--- src/sbfr_pkg.sv ---
// ----------------------------------------------------------------------------
// sbfr_pkg
// Types, codes and sizes shared by the span bin allocator modules.
// ----------------------------------------------------------------------------
`default_nettype none

package sbfr_pkg;

    localparam int MAX_BINS  = 1024;
    localparam int IDX_W     = $clog2(MAX_BINS);
    localparam int CNT_W     = IDX_W + 1;
    localparam int NODE_W    = 2 * CNT_W;
    localparam int OFFSET_W  = 26;
    localparam int SIZE_W    = 17;
    localparam int CMD_W     = 2;
    localparam int STATUS_W  = 3;
    localparam int CFG_IDX_W = 1;
    localparam int DIV_CNT_W = $clog2(OFFSET_W + 1);
    localparam int PROD_W    = IDX_W + SIZE_W;
    localparam int S_TDATA_W = 32;
    localparam int M_TDATA_W = 56;

    // Head code that marks an empty free list.
    localparam logic [CNT_W-1:0] NO_BIN = CNT_W'(MAX_BINS);

    localparam logic [SIZE_W-1:0] SIZE_MIN = SIZE_W'(8);
    localparam logic [SIZE_W-1:0] SIZE_MAX = SIZE_W'(65536);

    localparam logic [CFG_IDX_W-1:0] REG_BIN_COUNT = 1'b0;
    localparam logic [CFG_IDX_W-1:0] REG_BIN_SIZE  = 1'b1;

    typedef enum logic [CMD_W-1:0] {
        CMD_ALLOC = 2'd0,
        CMD_FREE  = 2'd1,
        CMD_CARVE = 2'd2,
        CMD_NOP   = 2'd3
    } t_cmd;

    typedef enum logic [STATUS_W-1:0] {
        STAT_OK         = 3'd0,
        STAT_NO_BIN     = 3'd1,
        STAT_MISALIGNED = 3'd2,
        STAT_RANGE      = 3'd3,
        STAT_NONE_ALLOC = 3'd4
    } t_status;

    typedef enum logic [2:0] {
        S_IDLE,
        S_READ,
        S_DIV,
        S_EXEC,
        S_DONE
    } t_state;

    // Controller to datapath.
    typedef struct packed {
        logic ready;
        logic accept;
        logic read_node;
        logic exec;
        logic load_out;
    } t_dp_cmd;

    // Datapath to controller.
    typedef struct packed {
        logic in_valid;
        t_cmd in_cmd;
        logic div_done;
        logic out_free;
    } t_dp_stat;

endpackage

`default_nettype wire

--- src/sbfr_ctrl.sv ---
// ----------------------------------------------------------------------------
// sbfr_ctrl
// Sequencer for one item: accept, any node read or divide, update, deliver.
// ----------------------------------------------------------------------------
`default_nettype none

module sbfr_ctrl (
    input  wire logic               i_clk,
    input  wire logic               i_rst_n,
    input  wire sbfr_pkg::t_dp_stat i_stat,
    output sbfr_pkg::t_dp_cmd       o_cmd
);

    sbfr_pkg::t_state r_state, n_state;

    always_comb begin
        n_state = r_state;
        case (r_state)
            sbfr_pkg::S_IDLE: begin
                if (i_stat.in_valid) begin
                    case (i_stat.in_cmd)
                        sbfr_pkg::CMD_ALLOC: n_state = sbfr_pkg::S_READ;
                        sbfr_pkg::CMD_FREE:  n_state = sbfr_pkg::S_DIV;
                        default:             n_state = sbfr_pkg::S_EXEC;
                    endcase
                end
            end
            sbfr_pkg::S_READ: n_state = sbfr_pkg::S_EXEC;
            sbfr_pkg::S_DIV: begin
                if (i_stat.div_done) begin
                    n_state = sbfr_pkg::S_EXEC;
                end
            end
            sbfr_pkg::S_EXEC: n_state = sbfr_pkg::S_DONE;
            sbfr_pkg::S_DONE: begin
                if (i_stat.out_free) begin
                    n_state = sbfr_pkg::S_IDLE;
                end
            end
            default: n_state = sbfr_pkg::S_IDLE;
        endcase
    end

    always_comb begin
        o_cmd = '0;
        case (r_state)
            sbfr_pkg::S_IDLE: begin
                o_cmd.ready  = 1'b1;
                o_cmd.accept = i_stat.in_valid;
            end
            sbfr_pkg::S_READ: o_cmd.read_node = 1'b1;
            sbfr_pkg::S_EXEC: o_cmd.exec = 1'b1;
            sbfr_pkg::S_DONE: o_cmd.load_out = i_stat.out_free;
            default: begin
            end
        endcase
    end

    always_ff @(posedge i_clk) begin
        if (!i_rst_n) begin
            r_state <= sbfr_pkg::S_IDLE;
        end else begin
            r_state <= n_state;
        end
    end

endmodule

`default_nettype wire

--- config.mk ---
export PLATFORM = sky130hd
export DESIGN_NAME = sbfr_ctrl
export DESIGN_NICKNAME = d
export VERILOG_FILES = /design/src/sbfr_pkg.sv /design/src/sbfr_ctrl.sv
export SDC_FILE = /design/constraint.sdc
export NUM_CORES = 1
export LEC_CHECK = 0
export ABC_AREA = 1
export BUFFER_PORTS_ARGS = -buffer_cell sky130_fd_sc_hd__buf_4
export CORE_AREA = 2 2 39 41
export CTS_BUF_LIST = sky130_fd_sc_hd__clkbuf_8
export DETAILED_ROUTE_END_ITERATION = 6
export DIE_AREA = 0 0 41 43
export PLACE_DENSITY_LB_ADDON = 0.15
export SKIP_CTS_REPAIR_TIMING = 1
export SLEW_MARGIN = 10
export SYNTH_ARGS = -nofsm -noshare
export SYNTH_HDL_FRONTEND = slang
export SYNTH_SLANG_ARGS = --single-unit
--- constraint.sdc ---
create_clock -name i_clk -period 2.1 [get_ports i_clk]
set_input_delay 0.42 -clock i_clk [delete_from_list [all_inputs] [get_ports i_clk]]
set_output_delay 0.42 -clock i_clk [all_outputs]
set_load 0.01 [all_outputs]
==> results.txt <==
The flow ran to the end, and the final reports show no timing, DRC or antenna violations. The count of maximum capacitance violations was 0. For the worst IR drop on VDD, the log shows 0.299 mV. The largest area contributor in the netlist was sky130_fd_sc_hd__dfxtp_1. The first TritonRoute pass finished after 4 iterations. After the last flow step, the layout net total stands at 60. The number of nets with antenna violations after routing is 0. Cells with a size suffix above 1 make up 36.5% of the layout. The floorplan step set the die height to 43 µm. The finished layout holds 68 standard cells, fillers aside. Across every metal layer, demand over resource in global routing totals 6.92%.

The number of failing setup endpoints in the final timing report was 0; the count of cell types in the netlist was 13. The run gives 1.68 ns as the required time of the critical path. The setup path with the least slack is of type reg -> out. Maximum fanout along the worst path: 3. The endpoint identified for the worst register-to-register timing path is r_state[0]. The clock reaches the later pin of the worst-skew pair after 0.21 ns. The run gives 0 as the number of warnings reported in the yosys synthesis log. Leaving out fill and tap cells, the most frequent cells in the layout are sky130_fd_sc_hd__buf_4 (11), sky130_fd_sc_hd__inv_1 (10), sky130_fd_sc_hd__nand3_1 (6). The worst setup path is launched from a flop. Relative to the synthesized area, the layout overhead comes to 60.9%.

Synthesis inferred 3 register bits. Of the post-synthesis cell area, the dominant cell type holds 26.1%. Dividing the detail-routed wire length by the instance count gives 7.59 µm.

Counting every instance in the synthesized netlist gives 38. Of the synthesized area, sequential elements account for 26.1%. In this run the critical register-to-register path is launched from r_state[0]. The fraction of power spent switching nets was 33.8%; the time the final worst path needs with I/O delays and setup was 1.48 ns. The run gives 0 as the final hold violation count. The tightest min-delay check is of the in -> reg type. The first global-routing pass estimated 779 µm of wire. In this run, the clock network consumes 40.4% of the power.

Leaving out fill and tap cells, the most frequent cell in the layout is sky130_fd_sc_hd__buf_4. The via count normalized by instance count came out at 3.93. Number of global-route vias before repair: 213. The worst-case register-to-register setup slack was 1.10 ns.

In the routed design, unresolved DRC markers number 0. A synthesized cell averages 6.06 µm². The number of rows in the core area is 14, and the internal power is 0.000262 W. In the final layout, the registers with the most flip-flops are r_state (3). The tools report the final weighted congestion of routability-driven global placement as 0.648. The repair_antennas step left the layout with diodes totalling 0. The DRC violation total after the first TritonRoute iteration is 3, and the power per unit of standard cell area is 1070 nW/µm². The tools report the number of antenna violations at the first check in global routing as 0.

The worst hold path was traced through 3 stages. The run gives 64 as the cell total after placement. The total area inside the core boundary comes to 1380 µm². The tools report the part of the total power dissipated in combinational logic as 37.5%. CTS saw 3 sinks.

TritonCTS built the clock tree. Setup repair after global routing left no endpoint under its margin. The cell area that synthesis handed to floorplanning was 230 µm². The register with the most flip-flops in the layout has 3 of them. Launching instance or port of the critical path: r_state[2]. The worst register-to-register path has a depth of 6. After synthesis, the cell types taking the most area are sky130_fd_sc_hd__dfxtp_1 (26%), sky130_fd_sc_hd__inv_1 (15%), sky130_fd_sc_hd__nand3_1 (13%), sky130_fd_sc_hd__nand3_2 (8.7%), sky130_fd_sc_hd__nor2_1 (8.2%).

Measured along the x axis, the die boundary spans 41 µm. The detailed router placed 267 vias in this run. The number of pins with negative max-slew slack in the final report was 0. In the finished design, the share of the clock period the worst path needs comes to 70.6%.

For the largest buffer count on any clock path, the log shows 2. The number of input and output port buffers inserted was 11; the post-CTS clock slew at the launch and capture registers of the worst setup and hold paths was 0.03 ns. The remaining max-slew budget at the tightest pin came out at 84.6%.

The slew at the pin closest to its max-slew limit was 0.229 ns. The initial utilization of the core area, before any placement, comes to 16.6%. The analysis attributes to cell leakage a power of 0.217 nW. For the number of I/O pins, the log shows 12.

The number of clock buffers added by TritonCTS is 3. The die covers 1760 µm². The logs give 1 for the count of H-tree levels built during CTS and 7 for the largest net degree at the start of global routing.

The post-detailed-placement half-perimeter wirelength is 436 µm. The cell sitting at the root of the clock tree is a sky130_fd_sc_hd__clkbuf_8. The accumulated negative setup slack is 0 ns.

Timing-limited maximum frequency: 0.674 GHz. The number of nets produced by synthesis was 45; the relative contribution of sequential cells to total power was 22.2%. The tools report the nature of the critical path endpoint as an output port. At the worst endpoint, the arrival time is 1.06 ns. The tools report the switching power summed over all nets as 0.000134 W. The tools report the setup clock skew after layout as 0.00172 ns. The largest register by flop count was r_state. End of the critical path: o_cmd[0]. The overflow left after global routing came out at 0. The total wire length is 516 µm.
==> worst max-delay path, stage by stage, from the launching register on <==
cell,delay [ns]
sky130_fd_sc_hd__dfxtp_1,0.36
sky130_fd_sc_hd__inv_1,0.09
sky130_fd_sc_hd__nor4_1,0.23
sky130_fd_sc_hd__buf_4,0.17
==> how the worst min path moves through the flow <==
| stage | start | to |
|---|---|---|
| global placement | r_state[2] | r_state[2] |
| detailed placement | r_state[2] | r_state[2] |
| finish | i_rst_n | r_state[0] |
| global route | i_rst_n | r_state[0] |
| CTS | i_rst_n | r_state[0] |
| floorplan | r_state[2] | r_state[2] |
==> area by class of cell <==
type	count	area, µm²
sequential	3	60.1
inverter	10	37.5
clock inverter	1	3.75
fill	166	1010
multi-input combinational	24	125
clock buffer	3	41.3
timing repair buffer	11	82.6
tap	16	20.0
==> synthesized netlist by cell type <==
| cell type | count |
|---|---|
| sky130_fd_sc_hd__inv_1 | 9 |
| sky130_fd_sc_hd__nand3_1 | 6 |
| sky130_fd_sc_hd__a21oi_1 | 1 |
| sky130_fd_sc_hd__nand3_2 | 2 |
| sky130_fd_sc_hd__inv_2 | 1 |
| sky130_fd_sc_hd__nor2_2 | 2 |
| sky130_fd_sc_hd__o21ai_0 | 2 |
| sky130_fd_sc_hd__dfxtp_1 | 3 |
| sky130_fd_sc_hd__buf_4 | 1 |
| sky130_fd_sc_hd__nor2_1 | 5 |
| sky130_fd_sc_hd__nand3b_1 | 1 |
| sky130_fd_sc_hd__nor4_1 | 1 |
| sky130_fd_sc_hd__nand2_1 | 4 |
==> power by group through the flow <==
stage          logic, W  registers, W  clock network, W
6_report       0.000148     0.0000877          0.000160
5_1_grt        0.000170     0.0000899          0.000168
4_1_cts        0.000151     0.0000877          0.000163
3_5_place_dp   0.000151     0.0000883                 0
3_3_place_gp   0.000153     0.0000892                 0
2_1_floorplan  0.000101     0.0000845                 0
==> per-layer routing <==
metal / track usage [%] / up-vias / wire length, µm
met3: 3.14 / 0 / 24
met1: 7.05 / 117 / 216
li1: - / 144 / -
met2: 10.9 / 6 / 275
met4: 4.00 / 0 / 0
met5: 0 / - / 0
==> cell families after synthesis <==
logic type / synth area share, %
compound gates: 6.52
simple gates: 47.8
buf+inv: 19.6
flops: 26.1
==> through the flow <==
stage	area [µm²]	utilization (%)	power, W	hold slack [ns]	setup slack, ns
global route	370	26.8	0.000427	0.482	0.511
finish	370	26.8	0.000396	0.462	0.616
CTS	370	26.8	0.000402	0.465	0.601
floorplan	230	-	0.000186	0.510	0.847
detailed placement	325	23.5	0.000239	0.537	0.790
global placement	325	23.5	0.000242	0.538	0.797
Power figures use the tool's default switching activity.
